$ cat src/sv/name_registry_table_unit_defines.svh
// ----------------------------------------------------------------------------
// Name registry table assertion macros
// Concurrent check wrappers shared by the table modules. The checks are left
// out when the code is read for synthesis.
// ----------------------------------------------------------------------------
`ifndef NAME_REGISTRY_TABLE_UNIT_DEFINES_SVH
`define NAME_REGISTRY_TABLE_UNIT_DEFINES_SVH
`ifndef SYNTHESIS
// A property that must hold at every clock edge out of reset.
`define NRT_ASSERT(lbl, prop, msg) \
    lbl: assert property (@(posedge i_clk) disable iff (!i_rst_n) (prop)) else $error(msg);
// A consequent that must hold in the same cycle as its antecedent.
`define NRT_IMPLY(lbl, ante, cons, msg) \
    lbl: assert property (@(posedge i_clk) disable iff (!i_rst_n) (ante) |-> (cons)) \
        else $error(msg);
`else
`define NRT_ASSERT(lbl, prop, msg)
`define NRT_IMPLY(lbl, ante, cons, msg)
`endif
`endif

$ cat src/sv/nrt_pkg.sv
// ----------------------------------------------------------------------------
// Name registry table package
// Widths, command, status and operation codes, and the job item type that
// travels from the front end through the queue to the back end.
// ----------------------------------------------------------------------------
package nrt_pkg;

    // Default sizes of the table.
    localparam int MAX_ENTRIES_DEF = 32;
    localparam int NAME_BYTES_DEF  = 16;

    // Fixed field widths.
    localparam int NAME_BYTES_MAX = 16;
    localparam int NAME_W         = 8 * NAME_BYTES_MAX;
    localparam int HALF_W         = NAME_W / 2;
    localparam int CMD_W          = 3;
    localparam int IDX_W          = 5;
    localparam int STATUS_W       = 3;
    localparam int COUNT_OUT_W    = 6;
    localparam int OP_W           = 3;

    // Depth of the queue between the front and back ends.
    localparam int QUEUE_DEPTH = 2;

    // Command codes.
    localparam logic [CMD_W-1:0] CMD_REGISTER   = 3'd0;
    localparam logic [CMD_W-1:0] CMD_UNREGISTER = 3'd1;
    localparam logic [CMD_W-1:0] CMD_MATCH      = 3'd2;
    localparam logic [CMD_W-1:0] CMD_READ       = 3'd3;
    localparam logic [CMD_W-1:0] CMD_CLEAR      = 3'd4;

    // Status codes.
    localparam logic [STATUS_W-1:0] ST_OK       = 3'd0;
    localparam logic [STATUS_W-1:0] ST_PERM     = 3'd1;
    localparam logic [STATUS_W-1:0] ST_INVALID  = 3'd2;
    localparam logic [STATUS_W-1:0] ST_EXISTS   = 3'd3;
    localparam logic [STATUS_W-1:0] ST_FULL     = 3'd4;
    localparam logic [STATUS_W-1:0] ST_NOTFOUND = 3'd5;

    // Back end operations chosen by the front end.
    localparam logic [OP_W-1:0] OP_IMM    = 3'd0;
    localparam logic [OP_W-1:0] OP_CLEAR  = 3'd1;
    localparam logic [OP_W-1:0] OP_READ   = 3'd2;
    localparam logic [OP_W-1:0] OP_REG    = 3'd3;
    localparam logic [OP_W-1:0] OP_UNREG  = 3'd4;
    localparam logic [OP_W-1:0] OP_MATCH  = 3'd5;

    // One classified item: operation, preset status, read index and the
    // normalized name, high bytes in the upper half.
    typedef struct packed {
        logic [OP_W-1:0]     op;
        logic [STATUS_W-1:0] status;
        logic [IDX_W-1:0]    idx;
        logic [NAME_W-1:0]   name;
    } t_job;

endpackage

$ cat src/sv/nrt_front.sv
// ----------------------------------------------------------------------------
// Name registry table front end
// Accepts items, normalizes the name, checks privilege and name form, and
// holds the classified job until the queue takes it.
// ----------------------------------------------------------------------------
module nrt_front #(
    parameter int NAME_BYTES = nrt_pkg::NAME_BYTES_DEF
) (
    input  logic                          i_clk,
    input  logic                          i_rst_n,
    input  logic                          i_valid,
    output logic                          o_stall,
    input  logic [nrt_pkg::CMD_W-1:0]     i_cmd,
    input  logic                          i_privileged,
    input  logic [nrt_pkg::HALF_W-1:0]    i_name_low,
    input  logic [nrt_pkg::HALF_W-1:0]    i_name_high,
    input  logic [nrt_pkg::IDX_W-1:0]     i_entry_index,
    output logic                          o_push,
    output nrt_pkg::t_job                 o_job,
    input  logic                          i_full
);

    logic [nrt_pkg::NAME_W-1:0] raw_name;
    logic [nrt_pkg::NAME_W-1:0] norm_name;
    logic                       terminated;
    logic                       bad_name;
    logic                       accept;
    nrt_pkg::t_job              job_in;
    logic                       r_valid;
    logic                       n_valid;
    nrt_pkg::t_job              r_job;

    // Keep bytes up to and including the first zero; clear the rest.
    always_comb begin
        raw_name   = {i_name_high, i_name_low};
        norm_name  = '0;
        terminated = 1'b0;
        for (int i = 0; i < nrt_pkg::NAME_BYTES_MAX; i++) begin
            if (i < NAME_BYTES && !terminated) begin
                norm_name[8*i +: 8] = raw_name[8*i +: 8];
                if (raw_name[8*i +: 8] == 8'd0) begin
                    terminated = 1'b1;
                end
            end
        end
    end

    // An empty or unterminated name is invalid.
    assign bad_name = (norm_name[7:0] == 8'd0) || !terminated;

    // Classify the command into a back end operation.
    always_comb begin
        job_in.op     = nrt_pkg::OP_IMM;
        job_in.status = nrt_pkg::ST_OK;
        job_in.idx    = i_entry_index;
        job_in.name   = norm_name;
        case (i_cmd)
            nrt_pkg::CMD_REGISTER, nrt_pkg::CMD_UNREGISTER: begin
                if (!i_privileged) begin
                    job_in.status = nrt_pkg::ST_PERM;
                end else if (bad_name) begin
                    job_in.status = nrt_pkg::ST_INVALID;
                end else if (i_cmd == nrt_pkg::CMD_REGISTER) begin
                    job_in.op = nrt_pkg::OP_REG;
                end else begin
                    job_in.op = nrt_pkg::OP_UNREG;
                end
            end
            nrt_pkg::CMD_MATCH: begin
                // A name that cannot be stored never matches.
                if (!bad_name) begin
                    job_in.op = nrt_pkg::OP_MATCH;
                end
            end
            nrt_pkg::CMD_READ: begin
                job_in.op = nrt_pkg::OP_READ;
            end
            nrt_pkg::CMD_CLEAR: begin
                job_in.op = nrt_pkg::OP_CLEAR;
            end
            default: begin
                job_in.op = nrt_pkg::OP_IMM;
            end
        endcase
    end

    // Holding register toward the queue.
    assign o_stall = r_valid && i_full;
    assign accept  = i_valid && !o_stall;
    assign o_push  = r_valid && !i_full;
    assign o_job   = r_job;
    assign n_valid = accept || (r_valid && i_full);

    always_ff @(posedge i_clk) begin
        if (!i_rst_n) begin
            r_valid <= 1'b0;
        end else begin
            r_valid <= n_valid;
        end
    end

    always_ff @(posedge i_clk) begin
        if (accept) begin
            r_job <= job_in;
        end
    end

endmodule

$ cat config.mk
export PLATFORM = sky130hd
export DESIGN_NAME = nrt_front
export DESIGN_NICKNAME = d
export VERILOG_FILES = /design/src/sv/name_registry_table_unit_defines.svh /design/src/sv/nrt_pkg.sv /design/src/sv/nrt_front.sv
export SDC_FILE = /design/constraint.sdc
export NUM_CORES = 1
export LEC_CHECK = 0
export BUFFER_PORTS_ARGS = -buffer_cell sky130_fd_sc_hd__buf_4
export CAP_MARGIN = 10
export CORE_UTILIZATION = 49
export CTS_CLUSTER_SIZE = 8
export DETAILED_ROUTE_END_ITERATION = 7
export PLACE_DENSITY_LB_ADDON = 0.1
export SYNTH_ARGS = -nofsm -noshare
export SYNTH_HDL_FRONTEND = slang
export SYNTH_SLANG_ARGS = --single-unit
$ cat constraint.sdc
create_clock -name i_clk -period 18.2 [get_ports i_clk]
set_clock_uncertainty 0.2 [all_clocks]
set_input_delay 2.73 -clock i_clk [delete_from_list [all_inputs] [get_ports i_clk]]
set_output_delay 2.73 -clock i_clk [all_outputs]
set_load 0.01 [all_outputs]
### Yosys cells after proc, flatten, opt, wreduce, memory -nomap -nowiden

Index checks and enable logic that the tools add are counted.

* input port bits: 141
* output and inout bits: 141
* bits in registers: 139
* word-level logic and storage cells: 90

* equality and inequality tests: 4
* multiplexer cells: 38
* reductions and logical operators: 27

Operators with widths (number)
* $logic_not 8->1: 16
* $mux 1: 32
* $mux 3: 4
* $pmux 3 s4: 1
* $eq 3x2->1 const B: 2
* $eq 3x1->1 const B: 1
* $eq 3x3->1 const B: 1
* $logic_and 1x1->1: 3
* $logic_not 1->1: 3
* $logic_not 3->1: 1
* $logic_or 1x1->1: 2
* $mux 2: 1
* $reduce_and 2->1: 1
* $reduce_or 2->1: 1

### Depth between registers and ports, before layout

* depth after elaboration: 22
* gate-level depth with buffers: 7
* mapped depth without buffers: 6

### Worst setup path after synthesis

OpenSTA, ideal clock, no wires.

* kind: input port to flip-flop
* start: input port i_full
* end: register r_job, in the netlist o_job[0] (enable)
* stages on the path: 2
* buffers on the path: 0
* setup time: 652 ps
* required time: 17348 ps
* slack: 8321 ps
* arrival time: 9027 ps
* cells stage by stage: and2_1 nor2b_1

* word-level cells in the longest chain between the ends: 3

Ends and longest elaborated chain
* start: declaration: RTL line nrt_front.sv:20 `input logic i_full`
* $logic_and 1x1->1: RTL line nrt_front.sv:88 `assign o_stall = r_valid && i_full;`
* $logic_not 1->1: RTL line nrt_front.sv:89 `assign accept = i_valid && !o_stall;`
* $logic_and 1x1->1: RTL line nrt_front.sv:89
* net accept: RTL line nrt_front.sv:27 `logic accept;`
* end signal: assignment: RTL line nrt_front.sv:104 `r_job <= job_in;`
* end: declaration: RTL line nrt_front.sv:31 `nrt_pkg::t_job r_job;`

The timed path passes the listed nets, and every way through them passes these cells.
A chain may end at the register's enable or synchronous reset.

### Final worst setup path

* start: input port i_full
* end: output port o_stall

* word-level cells in the longest chain between the ends: 1

Ends and longest elaborated chain
* $logic_and 1x1->1: RTL line nrt_front.sv:88
* end: declaration: RTL line nrt_front.sv:12 `output logic o_stall,`

No other way between the ends.

==> metrics.yaml <==
setup_tns_ns: 0
path_clk_slew_ns: 0.06
yosysTopAreaCellShare: 0.743
gp_congestion: 0.792
min_path_type: "reg -> reg"
avgSynthCellArea_um2: 15.7
postRouteAntennaNets: 0
drive_above_1_share: 0.500
io_buffers: 280
seq_area_frac_synth: 0.747
fp.coreArea_um2: 11000
leakage_nw: 3.51
syn-num-nets: 495
period_needed_ns: 6.12
dieWidth_um: 109
area.sequential_um2: 4160
area_growth_pct: 50.0
arrival_ns: 3.19
hold_buffers: 0
cts_made_buffers: 17
chipHeight_um: 109
outcome: "completed"
io_pins: 282
wl_mm: 13.7
worstSkewPairLatency_ns: 0.41
peakVddDrop_uv: 54.9
dr.pass1.iters: 4
dieArea_um2: 11800
antenna_found_initial: 0
clkSinkCount: 139
syn_inst: 354
rows: 38
first_iter_violations: 187
grt_pass1_vias: 4138
grt_util_all_layers: 0.239
multi_input_area_um2: 1350
endpoint_kind: "output pin"
diodes: 0
nets: 788
nFillCells: 712
synth_cell_types: 34
drcViolationCount: 0
hold_viol: 0
post_drt_via_cell_ratio: 5.04
dp_hpwl_mm: 10.3
path_class: "in -> out"
initial_core_util: 0.508
yosys.area.top_type: "edfxtp_1"
grt_max_degree: 83
finalPower_mw: 0.801
cts_resized: 0
tritoncts: "built"
ys_warn_count: 0
setup_viol: 0
report.final.slew_viol_count: 0
ctsRootBufferMaster: "clkbuf_16"
start_kind: "primary input"
fin_crit_sh: 0.336
cp.required_ns: 15.27
grt_pass1_wl_mm: 20.5
worst_pin_slew_ns: 1.02
max_freq_mhz: 164
drv_cap: 0
powerDensity_nw_per_um2: 95.7
wl_per_cell_um: 17.1
synthTopCellsByArea: "edfxtp_1 (74%), and2_1 (9.1%), and3_1 (3.8%)"
grt_overflow: 0
htree_levels: 4
syn_area_um2: 5570
relSlewSlack: 0.321
num_vias: 4034
ys_ff_latch: 139
clockBufferDepth: 2
cp_max_fo: 3
rsz0062_at_grt: "false"
cts_setup_buffers: 0
power by group:
group	internal (mW)	switching, mW	leakage [nW]
logic	0.0521	0.0406	1.90
registers	0.377	0.00562	1.35
clock network	0.200	0.125	0.259
total	0.630	0.171	3.51
layer usage:
metal	track usage	share of wire	vias up	routed length, um
met2	0.420	0.53	195	7240
met4	0.114	0.025	0	340
li1	-	-	1928	-
met1	0.242	0.34	1887	4690
met3	0.105	0.10	24	1420
met5	0	0	-	0
logic make-up (layout without fill, tap and decap cells):
| group | Yosys count | after routing | synth area share |
|---|---|---|---|
| AND/OR/NAND/NOR | 197 | 197 | 0.229 |
| AO/OA/AOI/OAI | 8 | 8 | 0.00875 |
| multiplexers | 1 | 1 | 0.00180 |
| buffers and inverters | 8 | 314 | 0.0128 |
| other | 1 | 1 | 0.000673 |
| flip-flops | 139 | 139 | 0.747 |
per-stage QoR:
step	setup WS, ns	hold slack [ns]	instance area (um^2)	std cells	utilization
2_1_floorplan	8.32	0.431	5570	354	-
3_3_place_gp	12.09	0.442	7800	768	0.710
3_5_place_dp	12.08	0.465	7800	768	0.710
4_1_cts	12.08	0.483	8360	800	0.761
5_1_grt	12.06	0.518	8360	800	0.761
6_report	12.08	0.474	8360	800	0.761
worst max-delay path: stages:
cell,delay (ns)
buf_4,0.11
and2_1,0.19
buf_4,0.16
registers in the layout (all words and copies together), names as in the netlist:
signal	count
o_job	138
r_valid	1
final timing paths:
path                               from         end  slack [ns]  depth (start not counted)
worst max-delay path             i_full     o_stall       12.08                          3
worst min-delay path            r_valid     r_valid        0.47                          2
worst max register to register  r_valid  o_job[120]       16.18                          3
worst min register to register  r_valid     r_valid        0.47                          2
placed cells by master (no fill, tap or decap), types with 2 or more instances in the layout:
cell,Yosys,final
buf_4,1,282
edfxtp_1,138,138
and2_1,81,81
and3_1,34,34
nor4_1,24,24
clkbuf_16,0,17
nand2_1,15,15
and2_2,8,8
or4_1,7,7
nor2_1,5,5
clkinvlp_4,0,4
nor3_1,3,3
nor2b_4,2,3
clkbuf_1,2,3
clkinv_1,0,3
and2_4,2,2
or4_4,2,2
and3b_1,2,2
nand3_1,2,2
a21oi_1,2,2
o21ai_1,2,2
nor2b_1,3,2
bufinv_16,0,2
cell type report:
class                   instances  share of cell area
clock buffers                  20              0.0522
well taps                     140              0.0209
multi-input cells             207               0.161
flip-flops and latches        139               0.498
repair buffers                282               0.253
clock inverters                12              0.0148
synthesized netlist by cell type:
master	n
o21ai_0	1
and2_1	81
o2111ai_1	1
or4_1	7
a21oi_1	2
dfxtp_1	1
conb_1	1
or4_4	2
nand3_1	2
nor4_1	24
and4_4	1
and2_2	8
clkbuf_1	2
nor2_4	1
buf_6	5
and3b_1	2
and3_1	34
nor2b_4	2
nor2_1	5
nand2_1	15
o21a_1	1
nor3_1	3
nor3b_4	1
nor2b_1	3
a21o_1	1
nor4b_4	1
mux2i_1	1
and2_4	2
nor2_2	1
edfxtp_1	138
and3_4	1
and3_2	1
buf_4	1
o21ai_1	2
No activity file was read; power rests on OpenSTA's default activity.
