**config.mk**
```make
export PLATFORM = sky130hd
export DESIGN_NAME = nrt_queue
export DESIGN_NICKNAME = d
export VERILOG_FILES = /design/src/sv/nrt_pkg.sv /design/src/sv/nrt_queue.sv
export VERILOG_INCLUDE_DIRS = /design/src /design/src/sv
export SDC_FILE = /design/constraint.sdc
export NUM_CORES = 1
export LEC_CHECK = 0
export ABC_AREA = 1
export BUFFER_PORTS_ARGS = -buffer_cell sky130_fd_sc_hd__buf_2
export CORE_MARGIN = 2
export CORE_UTILIZATION = 40
export CTS_CLUSTER_SIZE = 20
export DETAILED_ROUTE_END_ITERATION = 8
export PLACE_DENSITY = 0.72
export SLEW_MARGIN = 0
export SYNTH_ARGS = -nofsm -noshare
export SYNTH_HDL_FRONTEND = slang
export SYNTH_SLANG_ARGS = --single-unit
export TNS_END_PERCENT = 50
```
**constraint.sdc**
```tcl
create_clock -name i_clk -period 7.67 [get_ports i_clk]
set_input_delay 1.534 -clock i_clk [delete_from_list [all_inputs] [get_ports i_clk]]
set_output_delay 1.534 -clock i_clk [all_outputs]
set_load 0.1 [all_outputs]
```
**src/sv/name_registry_table_unit_defines.svh**
```systemverilog
// ----------------------------------------------------------------------------
// Name registry table assertion macros
// Concurrent check wrappers shared by the table modules. The checks are left
// out when the code is read for synthesis.
// ----------------------------------------------------------------------------
`ifndef NAME_REGISTRY_TABLE_UNIT_DEFINES_SVH
`define NAME_REGISTRY_TABLE_UNIT_DEFINES_SVH
`ifndef SYNTHESIS
// A property that must hold at every clock edge out of reset.
`define NRT_ASSERT(lbl, prop, msg) \
    lbl: assert property (@(posedge i_clk) disable iff (!i_rst_n) (prop)) else $error(msg);
// A consequent that must hold in the same cycle as its antecedent.
`define NRT_IMPLY(lbl, ante, cons, msg) \
    lbl: assert property (@(posedge i_clk) disable iff (!i_rst_n) (ante) |-> (cons)) \
        else $error(msg);
`else
`define NRT_ASSERT(lbl, prop, msg)
`define NRT_IMPLY(lbl, ante, cons, msg)
`endif
`endif

```
**src/sv/nrt_pkg.sv**
```systemverilog
// ----------------------------------------------------------------------------
// Name registry table package
// Widths, command, status and operation codes, and the job item type that
// travels from the front end through the queue to the back end.
// ----------------------------------------------------------------------------
package nrt_pkg;

    // Default sizes of the table.
    localparam int MAX_ENTRIES_DEF = 32;
    localparam int NAME_BYTES_DEF  = 16;

    // Fixed field widths.
    localparam int NAME_BYTES_MAX = 16;
    localparam int NAME_W         = 8 * NAME_BYTES_MAX;
    localparam int HALF_W         = NAME_W / 2;
    localparam int CMD_W          = 3;
    localparam int IDX_W          = 5;
    localparam int STATUS_W       = 3;
    localparam int COUNT_OUT_W    = 6;
    localparam int OP_W           = 3;

    // Depth of the queue between the front and back ends.
    localparam int QUEUE_DEPTH = 2;

    // Command codes.
    localparam logic [CMD_W-1:0] CMD_REGISTER   = 3'd0;
    localparam logic [CMD_W-1:0] CMD_UNREGISTER = 3'd1;
    localparam logic [CMD_W-1:0] CMD_MATCH      = 3'd2;
    localparam logic [CMD_W-1:0] CMD_READ       = 3'd3;
    localparam logic [CMD_W-1:0] CMD_CLEAR      = 3'd4;

    // Status codes.
    localparam logic [STATUS_W-1:0] ST_OK       = 3'd0;
    localparam logic [STATUS_W-1:0] ST_PERM     = 3'd1;
    localparam logic [STATUS_W-1:0] ST_INVALID  = 3'd2;
    localparam logic [STATUS_W-1:0] ST_EXISTS   = 3'd3;
    localparam logic [STATUS_W-1:0] ST_FULL     = 3'd4;
    localparam logic [STATUS_W-1:0] ST_NOTFOUND = 3'd5;

    // Back end operations chosen by the front end.
    localparam logic [OP_W-1:0] OP_IMM    = 3'd0;
    localparam logic [OP_W-1:0] OP_CLEAR  = 3'd1;
    localparam logic [OP_W-1:0] OP_READ   = 3'd2;
    localparam logic [OP_W-1:0] OP_REG    = 3'd3;
    localparam logic [OP_W-1:0] OP_UNREG  = 3'd4;
    localparam logic [OP_W-1:0] OP_MATCH  = 3'd5;

    // One classified item: operation, preset status, read index and the
    // normalized name, high bytes in the upper half.
    typedef struct packed {
        logic [OP_W-1:0]     op;
        logic [STATUS_W-1:0] status;
        logic [IDX_W-1:0]    idx;
        logic [NAME_W-1:0]   name;
    } t_job;

endpackage

```
**src/sv/nrt_queue.sv**
```systemverilog
// ----------------------------------------------------------------------------
// Name registry table job queue
// A short first-in first-out queue of classified jobs that decouples the
// front end from the back end.
// ----------------------------------------------------------------------------
`include "name_registry_table_unit_defines.svh"

module nrt_queue (
    input  logic          i_clk,
    input  logic          i_rst_n,
    input  logic          i_push,
    input  nrt_pkg::t_job i_job,
    output logic          o_full,
    input  logic          i_pop,
    output logic          o_valid,
    output nrt_pkg::t_job o_job
);

    localparam int DEPTH = nrt_pkg::QUEUE_DEPTH;
    localparam int PW    = (DEPTH > 1) ? $clog2(DEPTH) : 1;
    localparam int FW    = $clog2(DEPTH + 1);

    nrt_pkg::t_job  r_slot [DEPTH];
    logic [PW-1:0]  r_wptr;
    logic [PW-1:0]  r_rptr;
    logic [FW-1:0]  r_fill;
    logic [PW-1:0]  n_wptr;
    logic [PW-1:0]  n_rptr;
    logic [FW-1:0]  n_fill;

    assign o_full  = (r_fill == FW'(DEPTH));
    assign o_valid = (r_fill != '0);
    assign o_job   = r_slot[r_rptr];

    // Pointer and fill updates with wrap at the queue depth.
    always_comb begin
        n_wptr = r_wptr;
        n_rptr = r_rptr;
        n_fill = r_fill;
        if (i_push) begin
            n_wptr = (r_wptr == PW'(DEPTH - 1)) ? '0 : r_wptr + PW'(1);
        end
        if (i_pop) begin
            n_rptr = (r_rptr == PW'(DEPTH - 1)) ? '0 : r_rptr + PW'(1);
        end
        if (i_push && !i_pop) begin
            n_fill = r_fill + FW'(1);
        end else if (i_pop && !i_push) begin
            n_fill = r_fill - FW'(1);
        end
    end

    always_ff @(posedge i_clk) begin
        if (!i_rst_n) begin
            r_wptr <= '0;
            r_rptr <= '0;
            r_fill <= '0;
        end else begin
            r_wptr <= n_wptr;
            r_rptr <= n_rptr;
            r_fill <= n_fill;
        end
    end

    always_ff @(posedge i_clk) begin
        if (i_push) begin
            r_slot[r_wptr] <= i_job;
        end
    end

    `NRT_IMPLY(a_q_no_overflow, i_push, !o_full, "job pushed into a full queue")
    `NRT_IMPLY(a_q_no_underflow, i_pop, o_valid, "job popped from an empty queue")
    `NRT_ASSERT(a_q_fill_max, r_fill <= FW'(DEPTH), "queue fill above its depth")

endmodule

```
-- Word level (Yosys, flattened, before mapping)
Memories as Yosys holds them, arrays and structs flattened. A register that Yosys moved wholly into a read port is not among the register bits.
Cells that the tools add are included.
- output and inout port bits: 141
- flip-flop bits (word level): 4
- RAM bits: 278
- memories kept: 1
- input port bits: 143
- equality and inequality tests: 1
- reductions and logical operators: 6
- mux-type cells: 8
- add/subtract/negate cells: 4
- memories (name ; depth ; bits a word ; rd ports ; clocked after Yosys merged registers in ; write ports ; line ; RTL):
    r_slot ; 2 ; 139 ; 1 ; 1 ; 1 ; nrt_queue.sv:23 ; nrt_pkg::t_job r_slot [DEPTH];
- operator list (kind ; count):
    $mux 1 ; 6
    $mux 2 ; 2
    $reduce_bool 2->1 ; 2
    $add 1x1->1 const B ; 2
    $add 2x1->2 const B ; 1
    $eq 2x2->1 const B ; 1
    $logic_and 1x1->1 ; 2
    $logic_not 1->1 ; 2
    $sub 2x1->2 const B ; 1

-- Depth between registers and ports, before layout
Gate-level depths: netlist (run 1).
- depth after elaboration: 4
- depth in mapped cells: 8
- mapped depth without buffers: 8

-- Worst setup path before layout (run 1)
Ideal clock, no wire load.
- kind: input to register
- start: input port i_push
- end: memory r_slot[0][0] in the netlist's numbering (enable)
- library setup time: 0.643 ns
- path buffers: 0
- stages on the path: 2
- slack: -0.360 ns
- arrival time: 7.387 ns
- required time: 7.027 ns
- path through: inv_1 > nor2_1
- word-level cells in the longest chain between the ends: 2
- ends and longest elaborated chain (element ; line ; RTL):
    start: declaration ; nrt_queue.sv:11 ; input logic i_push,
    $mux 1 ; nrt_queue.sv:66 ; if (i_push) begin
    $mux 1 (implied by the code) ; nrt_queue.sv:67 ; r_slot[r_wptr] <= i_job;
    end: declaration ; nrt_queue.sv:23 ;
Every way passes these cells.

==> results.toml, run 1 <==
[sta]
fin_skew_ps = 6.36
relSlewSlack = 0.235
setup_viol = 0
setup_tns_ps = 0
drv_slew = 0
hold_violations = 0
tightestPinTransition_ps = 1150
max_freq_mhz = 211
final.period_utilization = 0.617
fin_crit_ps = 4730
timing.final.ws_setup_ps = 2940
rsz0062_at_grt = "false"

[flow_run]
drv_cap = 0

[grt]
gr-usage-met2 = 0.245
grt_use_met1 = 0.161
antenna_found_initial = 2
grt_use_total = 0.139
first_global_vias = 5476
overflow = 0
grt_pass1_wl_microns = 29000
busiest_layer = "met2"
gr-usage-met3 = 0.0520
grt_max_degree = 90

[clocking]
hold_buffers = 0
cts_resized = 0
cts_setup_buffers = 0
cts_root_buf = "clkbuf_16"
h-tree-depth = 1
clock-sinks = 283
path_clk_slew_ps = 60
numCtsBuffers = 29
tritoncts = "yes"
clock_latency_ps = 530
clock_path_buffers = 3

[placed_design]
gp_congestion = 0.707
pre_cts_ws_ps = 3410
placed_cell_area_sq_mm = 0.0120
dp_hpwl_microns = 12600
io_buffers = 283
dp.cells = 1069

[detailed_routing]
drc = 0
ant_nets = 0
drt_iter0_drc = 322
vias_per_cell = 4.67
avgRoutedWirePerCell_microns = 17.5
firstDrtPassIters = 6
wirelength_microns = 19700
vias = 5239

[floorplanning]
core_sq_mm = 0.0253
rows = 58
start_util = 0.407
die_area_sq_mm = 0.0270
die_h_microns = 164
dieWidth_microns = 164
io_pins = 284

[worst_setup_path]
arrival_ps = 3200
cp_max_fo = 74
critPathRequiredTime_ps = 6140
crit_path_start_kind = "flop"
cp-end-kind = "primary output"
ff2ff_path_depth = 2
crit_type = "reg2out"

[yosys]
syn_area_per_cell_sq_um = 22.0
synthCells = 467
yosysWarnings = 0
syn_nets = 611
synth_cell_type_count = 14
ys_ff_latch = 283
synth_area_sq_mm = 0.0103
seq_area_frac_synth = 0.821

[pwr]
vdd.ir_drop.worst_mv = 0.245
total_power_w = 0.00390
leakagePower_nw = 4.85
power_density_mw_per_mm2 = 302

[worst_hold_path]
min_path_type = "reg2reg"
min_path_cells = 2

[layout]
area_growth_pct = 25.6
drive_gt1_frac = 0.593
fillers = 2100
fin_area_sq_mm = 0.0129
stdcell_count = 1123
nets = 914

[status]
outcome = "completed"
## cell type report
cell class	instances	area [sq um]	area share
sequential	283	8450	0.654
multi-input combinational	161	1670	0.129
timing repair buffer	287	1450	0.112
clock buffer	34	744	0.0576
tap	330	413	0.0320
clock inverter	18	156	0.0121
inverter	8	35.0	0.00271
antenna	2	5.00	0.000387
## cells in the mapped netlist (all sizes together)
cell | count | area share
a21oi | 1 | 0.00049
nand4 | 1 | 0.00061
mux2 | 139 | 0.15
nand2 | 9 | 0.0033
edfxtp | 278 | 0.81
dfxtp | 5 | 0.0097
nand3 | 1 | 0.00049
ha | 1 | 0.0012
inv | 8 | 0.0029
o21ai | 1 | 0.00049
nor2 | 8 | 0.0029
buf | 15 | 0.014
## sequential cells by signal, indices dropped and copies added, names as in the netlist, named ones only
name	count
r_wptr	1
r_rptr	1
r_fill	2
r_slot	278
## final timing paths
check / to / slack, ps / from
hold reg to reg: flop / 500 / r_rptr
hold / removal: flop / 500 / r_rptr
setup / recovery: o_job[131] / 2940 / flop
setup reg to reg: r_slot[0][65] / 5280 / r_wptr
## logic make-up (layout without fill, tap and decap cells)
logic type	count (synthesis)	after routing	share of synthesized area
buffers and inverters	23	347	0.0174
AOI/OAI and AO/OA	2	2	0.000972
and+or+nand+nor	19	19	0.00730
adders and majority gates	1	1	0.00122
other	0	2	0
muxes	139	139	0.152
DFF	283	283	0.821
## cell usage in the layout, fill, tap and decap left out, types with 2 or more instances in the layout
cell type / instances
buf_2: 283
buf_4: 4
bufinv_16: 3
clkbuf_1: 5
clkbuf_16: 29
clkinv_1: 7
clkinv_2: 8
dfxtp_1: 4
diode_2: 2
edfxtp_1: 278
inv_1: 7
mux2_2: 139
nand2_1: 9
nor2_1: 7
## worst max-delay path: stages (launching register included)
cell     delay, ps
dfxtp_4        930
buf_4          840
mux2_2         320
buf_2          430
## power breakdown
part / internal [W] / total (W) / switching, W
clock: 0.000787 / 0.00133 / 0.000541
combinational: 0.000138 / 0.000756 / 0.000619
sequential: 0.00179 / 0.00182 / 0.0000273
## stage by stage
step	utilization	hold WS [ps]
6_report	0.512	504
3_5_place_dp	0.476	497
5_1_grt	0.511	568
2_1_floorplan	-	463
3_3_place_gp	0.476	474
4_1_cts	0.511	512
## routing by layer
layer,vias up,routed length (microns)
li1,2467,-
met1,2542,7400
met2,199,9970
met3,31,1990
met4,0,334
met5,-,0
Note: power is estimated with default switching activity, not from simulation.
==> run 2: changes to the inputs <==
==> constraint.sdc (replaced) <==
create_clock -name i_clk -period 4.19 [get_ports i_clk]
set_input_delay 0.838 -clock i_clk [delete_from_list [all_inputs] [get_ports i_clk]]
set_output_delay 0.838 -clock i_clk [all_outputs]
set_load 0.1 [all_outputs]
==> results.toml, run 2 (synthesis gave the netlist of run 1 again) <==
[worst_hold_path]
min_path_type = "in2reg"
min_path_cells = 1

[pwr]
switching_share = 0.306
vdd.ir_drop.worst_mv = 0.409
pwr-share-clk = 0.336
total_power_w = 0.00711
leakagePower_nw = 4.86
internal-power_w = 0.00493
power_density_mw_per_mm2 = 549
p_sw_w = 0.00218
p_seq_frac = 0.468
power_frac_comb = 0.195

[worst_setup_path]
crit_type = "reg2out"
cp_slowest_cell = "dfxtp_4"
endpoint = "o_job[22]"
arrival_ps = 2500
cp_max_fo = 39
crit_path_max_incr_delay_ps = 720
r2r_slack_ps = 2340
critPathRequiredTime_ps = 3350
cp-end-kind = "primary output"
timing.critical_path.buf_inv = 2
path_depth = 3
crit_path_start_kind = "flop"
ff2ff_path_depth = 3
cp_cell_sequence = "buf_4, mux2_2, buf_2"
path_delay_family = "buffers and inverters"
timing.rr.end = "r_slot[1][58]"
r2r_start = "r_wptr"

[layout]
final_cell_mix = "buf_2 (283), edfxtp_1 (278), mux2_2 (139), clkbuf_16 (29), nand2_1 (9)"
drive_gt1_frac = 0.594
largest_reg_flops = 278
largest-register = "r_slot"
nets = 916
largestRegisters = "r_slot (278), r_fill (2)"
final_common_cell = "buf_2"
area_growth_pct = 25.9

[detailed_routing]
vias = 5287
avgRoutedWirePerCell_microns = 17.6
ant_nets = 0
wirelength_microns = 19900
drc = 0
firstDrtPassIters = 4
drt_iter0_drc = 307
vias_per_cell = 4.69

[status]
outcome = "completed"

[sta]
drv_slew = 0
hold_violations = 0
timing.final.ws_setup_ps = 856
final.period_utilization = 0.796
setup_tns_ps = 0
max_freq_mhz = 300
setup_viol = 0
rsz0062_at_grt = "false"
relSlewSlack = 0.331
tightestPinTransition_ps = 1000
fin_skew_ps = 11.8
fin_crit_ps = 3330

[clocking]
h-tree-depth = 1
cts_resized = 0
clock_latency_ps = 530
numCtsBuffers = 29
cts_root_buf = "clkbuf_16"
hold_buffers = 0
path_clk_slew_ps = 60
clock-sinks = 283
clock_path_buffers = 3
cts_setup_buffers = 0
tritoncts = "yes"

[grt]
grt_max_degree = 71
first_global_vias = 5581
grt_use_total = 0.141
overflow = 0
antenna_found_initial = 4
grt_pass1_wl_microns = 29300

[placed_design]
gp_congestion = 0.765
dp_hpwl_microns = 13400
io_buffers = 283
pre_cts_ws_ps = 1400

[floorplanning]
start_util = 0.407
die_area_sq_mm = 0.0270
io_pins = 284
dieWidth_microns = 164
rows = 58
die_h_microns = 164
core_sq_mm = 0.0253

[flow_run]
drv_cap = 0
-- run 2: cell types whose count changed in the layout (fill, tap and decap cells not counted) --
cell       previous run  this run
bufinv_16             3         2
clkinv_1              7         4
diode_2               2         4
buf_12                0         2
inv_6                 1         3
clkbuf_1              5         8
-- run 2: cell type report --
class                      count  area [sq um]
tap                          330           413
fill                        2116         12300
timing repair buffer         289          1490
clock buffer                  37           756
clock inverter                16           133
multi-input combinational    161          1670
inverter                       8          35.0
sequential                   283          8450
antenna                        4          10.0
-- run 2: worst register-to-register path, stage by stage, from the launching register on --
cell	delay, ps
dfxtp_1	390
nand2_1	150
inv_6	480
buf_4	490
-- run 2: worst min-delay path by stage --
| stage | endpoint | slack (ps) | start |
|---|---|---|---|
| after floorplan | flop | 460 | r_rptr |
| after global placement | flop | 480 | r_rptr |
| after detailed placement | r_rptr | 490 | r_rptr |
| after CTS | r_slot[1][134] | 450 | i_job[134] |
| after global routing | r_slot[1][134] | 450 | i_job[134] |
| final | r_slot[1][43] | 480 | i_job[43] |
-- run 2: routing by layer --
layer	GRT usage	wire length, microns	up-vias
met4	0.0593	809	0
met2	0.249	10200	206
met3	0.0432	1620	52
met5	0	0	-
met1	0.157	7280	2562
li1	-	-	2467
-- run 2: metrics by stage --
step | hold slack [ps] | cells | util | area (sq um)
6_report | 485 | 1128 | 0.513 | 13000
5_1_grt | 452 | 1127 | 0.513 | 13000
4_1_cts | 453 | 1124 | 0.513 | 12900
3_5_place_dp | 495 | 1071 | 0.477 | 12100
3_3_place_gp | 476 | 1071 | 0.477 | 12100
2_1_floorplan | 463 | 467 | - | 10300
-- run 2: power groups by stage --
stage	Sequential [W]	Clock [W]	Combinational [W]
6_report	0.00333	0.00239	0.00139
3_5_place_dp	0.00339	0	0.00140
2_1_floorplan	0.00337	0	0.00118
3_3_place_gp	0.00338	0	0.00139
4_1_cts	0.00333	0.00246	0.00140
5_1_grt	0.00334	0.00256	0.00144
==> run 3: changes to the inputs <==
==> constraint.sdc (replaced) <==
create_clock -name i_clk -period 2.8 [get_ports i_clk]
set_input_delay 0.56 -clock i_clk [delete_from_list [all_inputs] [get_ports i_clk]]
set_output_delay 0.56 -clock i_clk [all_outputs]
set_load 0.1 [all_outputs]
==> results.toml, run 3 (synthesis gave the netlist of run 1 again) <==
[grt]
grt_use_total = 0.137
grt_pass1_wl_microns = 28800
first_global_vias = 5598
antenna_found_initial = 4
overflow = 0
grt_max_degree = 71

[detailed_routing]
vias_per_cell = 4.67
drt_iter0_drc = 330
ant_nets = 0
wirelength_microns = 19800
vias = 5270
avgRoutedWirePerCell_microns = 17.5
firstDrtPassIters = 6
drc = 0

[placed_design]
dp_hpwl_microns = 12700
io_buffers = 283
gp_congestion = 0.755

[worst_setup_path]
ff2ff_path_depth = 3
crit_type = "reg2out"
r2r_start = "r_wptr"
cp_max_fo = 54
cp_slowest_cell = "dfxtp_4"
arrival_ps = 2140
cp_cell_sequence = "buf_12, mux2_2, buf_2"
crit_path_start_kind = "flop"
cp-end-kind = "primary output"
crit_path_max_incr_delay_ps = 520
critPathRequiredTime_ps = 2240

[clocking]
cts_resized = 0
tritoncts = "yes"
h-tree-depth = 1
numCtsBuffers = 29
hold_buffers = 0
path_clk_slew_ps = 60
clock-sinks = 283
clock_latency_ps = 540
clock_path_buffers = 3
cts_setup_buffers = 0
cts_root_buf = "clkbuf_16"

[sta]
setup_viol = 0
final.period_utilization = 0.964
fin_skew_ps = 16.2
tightestPinTransition_ps = 513
fin_crit_ps = 2700
drv_slew = 0
hold_violations = 0
relSlewSlack = 0.660
rsz0062_at_grt = "false"
setup_tns_ps = 0
timing.hold.ws_ps = 205
max_freq_mhz = 371

[layout]
largest-register = "r_slot"
largest_reg_flops = 278
largestRegisters = "r_slot (278), r_fill (2)"
drive_gt1_frac = 0.599
nets = 918
final_common_cell = "buf_2"
area_growth_pct = 27.0
final_cell_mix = "buf_2 (283), edfxtp_1 (278), mux2_2 (139), clkbuf_16 (29), clkinv_1 (9)"

[floorplanning]
rows = 58
io_pins = 284
die_h_microns = 164
dieWidth_microns = 164
start_util = 0.407
die_area_sq_mm = 0.0270
core_sq_mm = 0.0253

[pwr]
vdd.ir_drop.worst_mv = 0.644
leakagePower_nw = 4.88
power_density_mw_per_mm2 = 823

[flow_run]
drv_cap = 0

[status]
outcome = "completed"

[worst_hold_path]
min_path_type = "in2reg"
hp-start = "i_job[91]"
min_path_cells = 1
[run 3: cell types whose count changed in the layout (fill, tap and decap cells not counted), sizes merged]
| cell | change |
|---|---|
| inv | -3 |
| buf | +2 |
| clkinvlp | +4 |
| clkinv | +3 |
| clkbuf | -6 |
| bufinv | +1 |
[run 3: layout make-up]
cell class	instances	area [sq um]
clock inverter	21	180
inverter	8	46.3
timing repair buffer	291	1550
fill	2115	12200
clock buffer	31	733
sequential	283	8450
multi-input combinational	161	1690
antenna	4	10.0
tap	330	413
[run 3: stage by stage]
| stage | total power (W) | setup WS, ps | util | cell area, sq um | cells |
|---|---|---|---|---|---|
| 2_1_floorplan | 0.00681 | -248 | - | 10300 | 467 |
| 3_3_place_gp | 0.00716 | 672 | 0.481 | 12100 | 1073 |
| 3_5_place_dp | 0.00718 | 664 | 0.481 | 12100 | 1073 |
| 4_1_cts | 0.0109 | 69.7 | 0.517 | 13100 | 1125 |
| 5_1_grt | 0.0111 | 21.3 | 0.517 | 13100 | 1127 |
| 6_report | 0.0108 | 101 | 0.518 | 13100 | 1129 |
[run 3: metal layers]
| layer | GRT usage | vias up | wire [microns] |
|---|---|---|---|
| met5 | 0 | - | 13 |
| met4 | 0.0494 | 2 | 515 |
| met3 | 0.0485 | 46 | 1970 |
| met2 | 0.230 | 219 | 9550 |
| met1 | 0.164 | 2542 | 7740 |
| li1 | - | 2461 | - |
[run 3: critical path: cells and delay by family (launching register included)]
family | cells | cell delay, ps
multiplexers | 1 | 400
flip-flops | 1 | 520
buffers and inverters | 2 | 600
[run 3: path summary, 6_finish.rpt]
kind | slack (ps) | endpoint
setup / recovery | 100 | o_job[69]
setup reg to reg | 1220 | r_slot[1][62]
hold / removal | 200 | r_slot[0][91]
hold reg to reg | 510 | flop
[run 3: power by group]
| group | switching (W) | internal (W) |
|---|---|---|
| clock | 0.00152 | 0.00215 |
| sequential | 0.0000574 | 0.00491 |
| combinational | 0.00172 | 0.000397 |
| total | 0.00330 | 0.00746 |
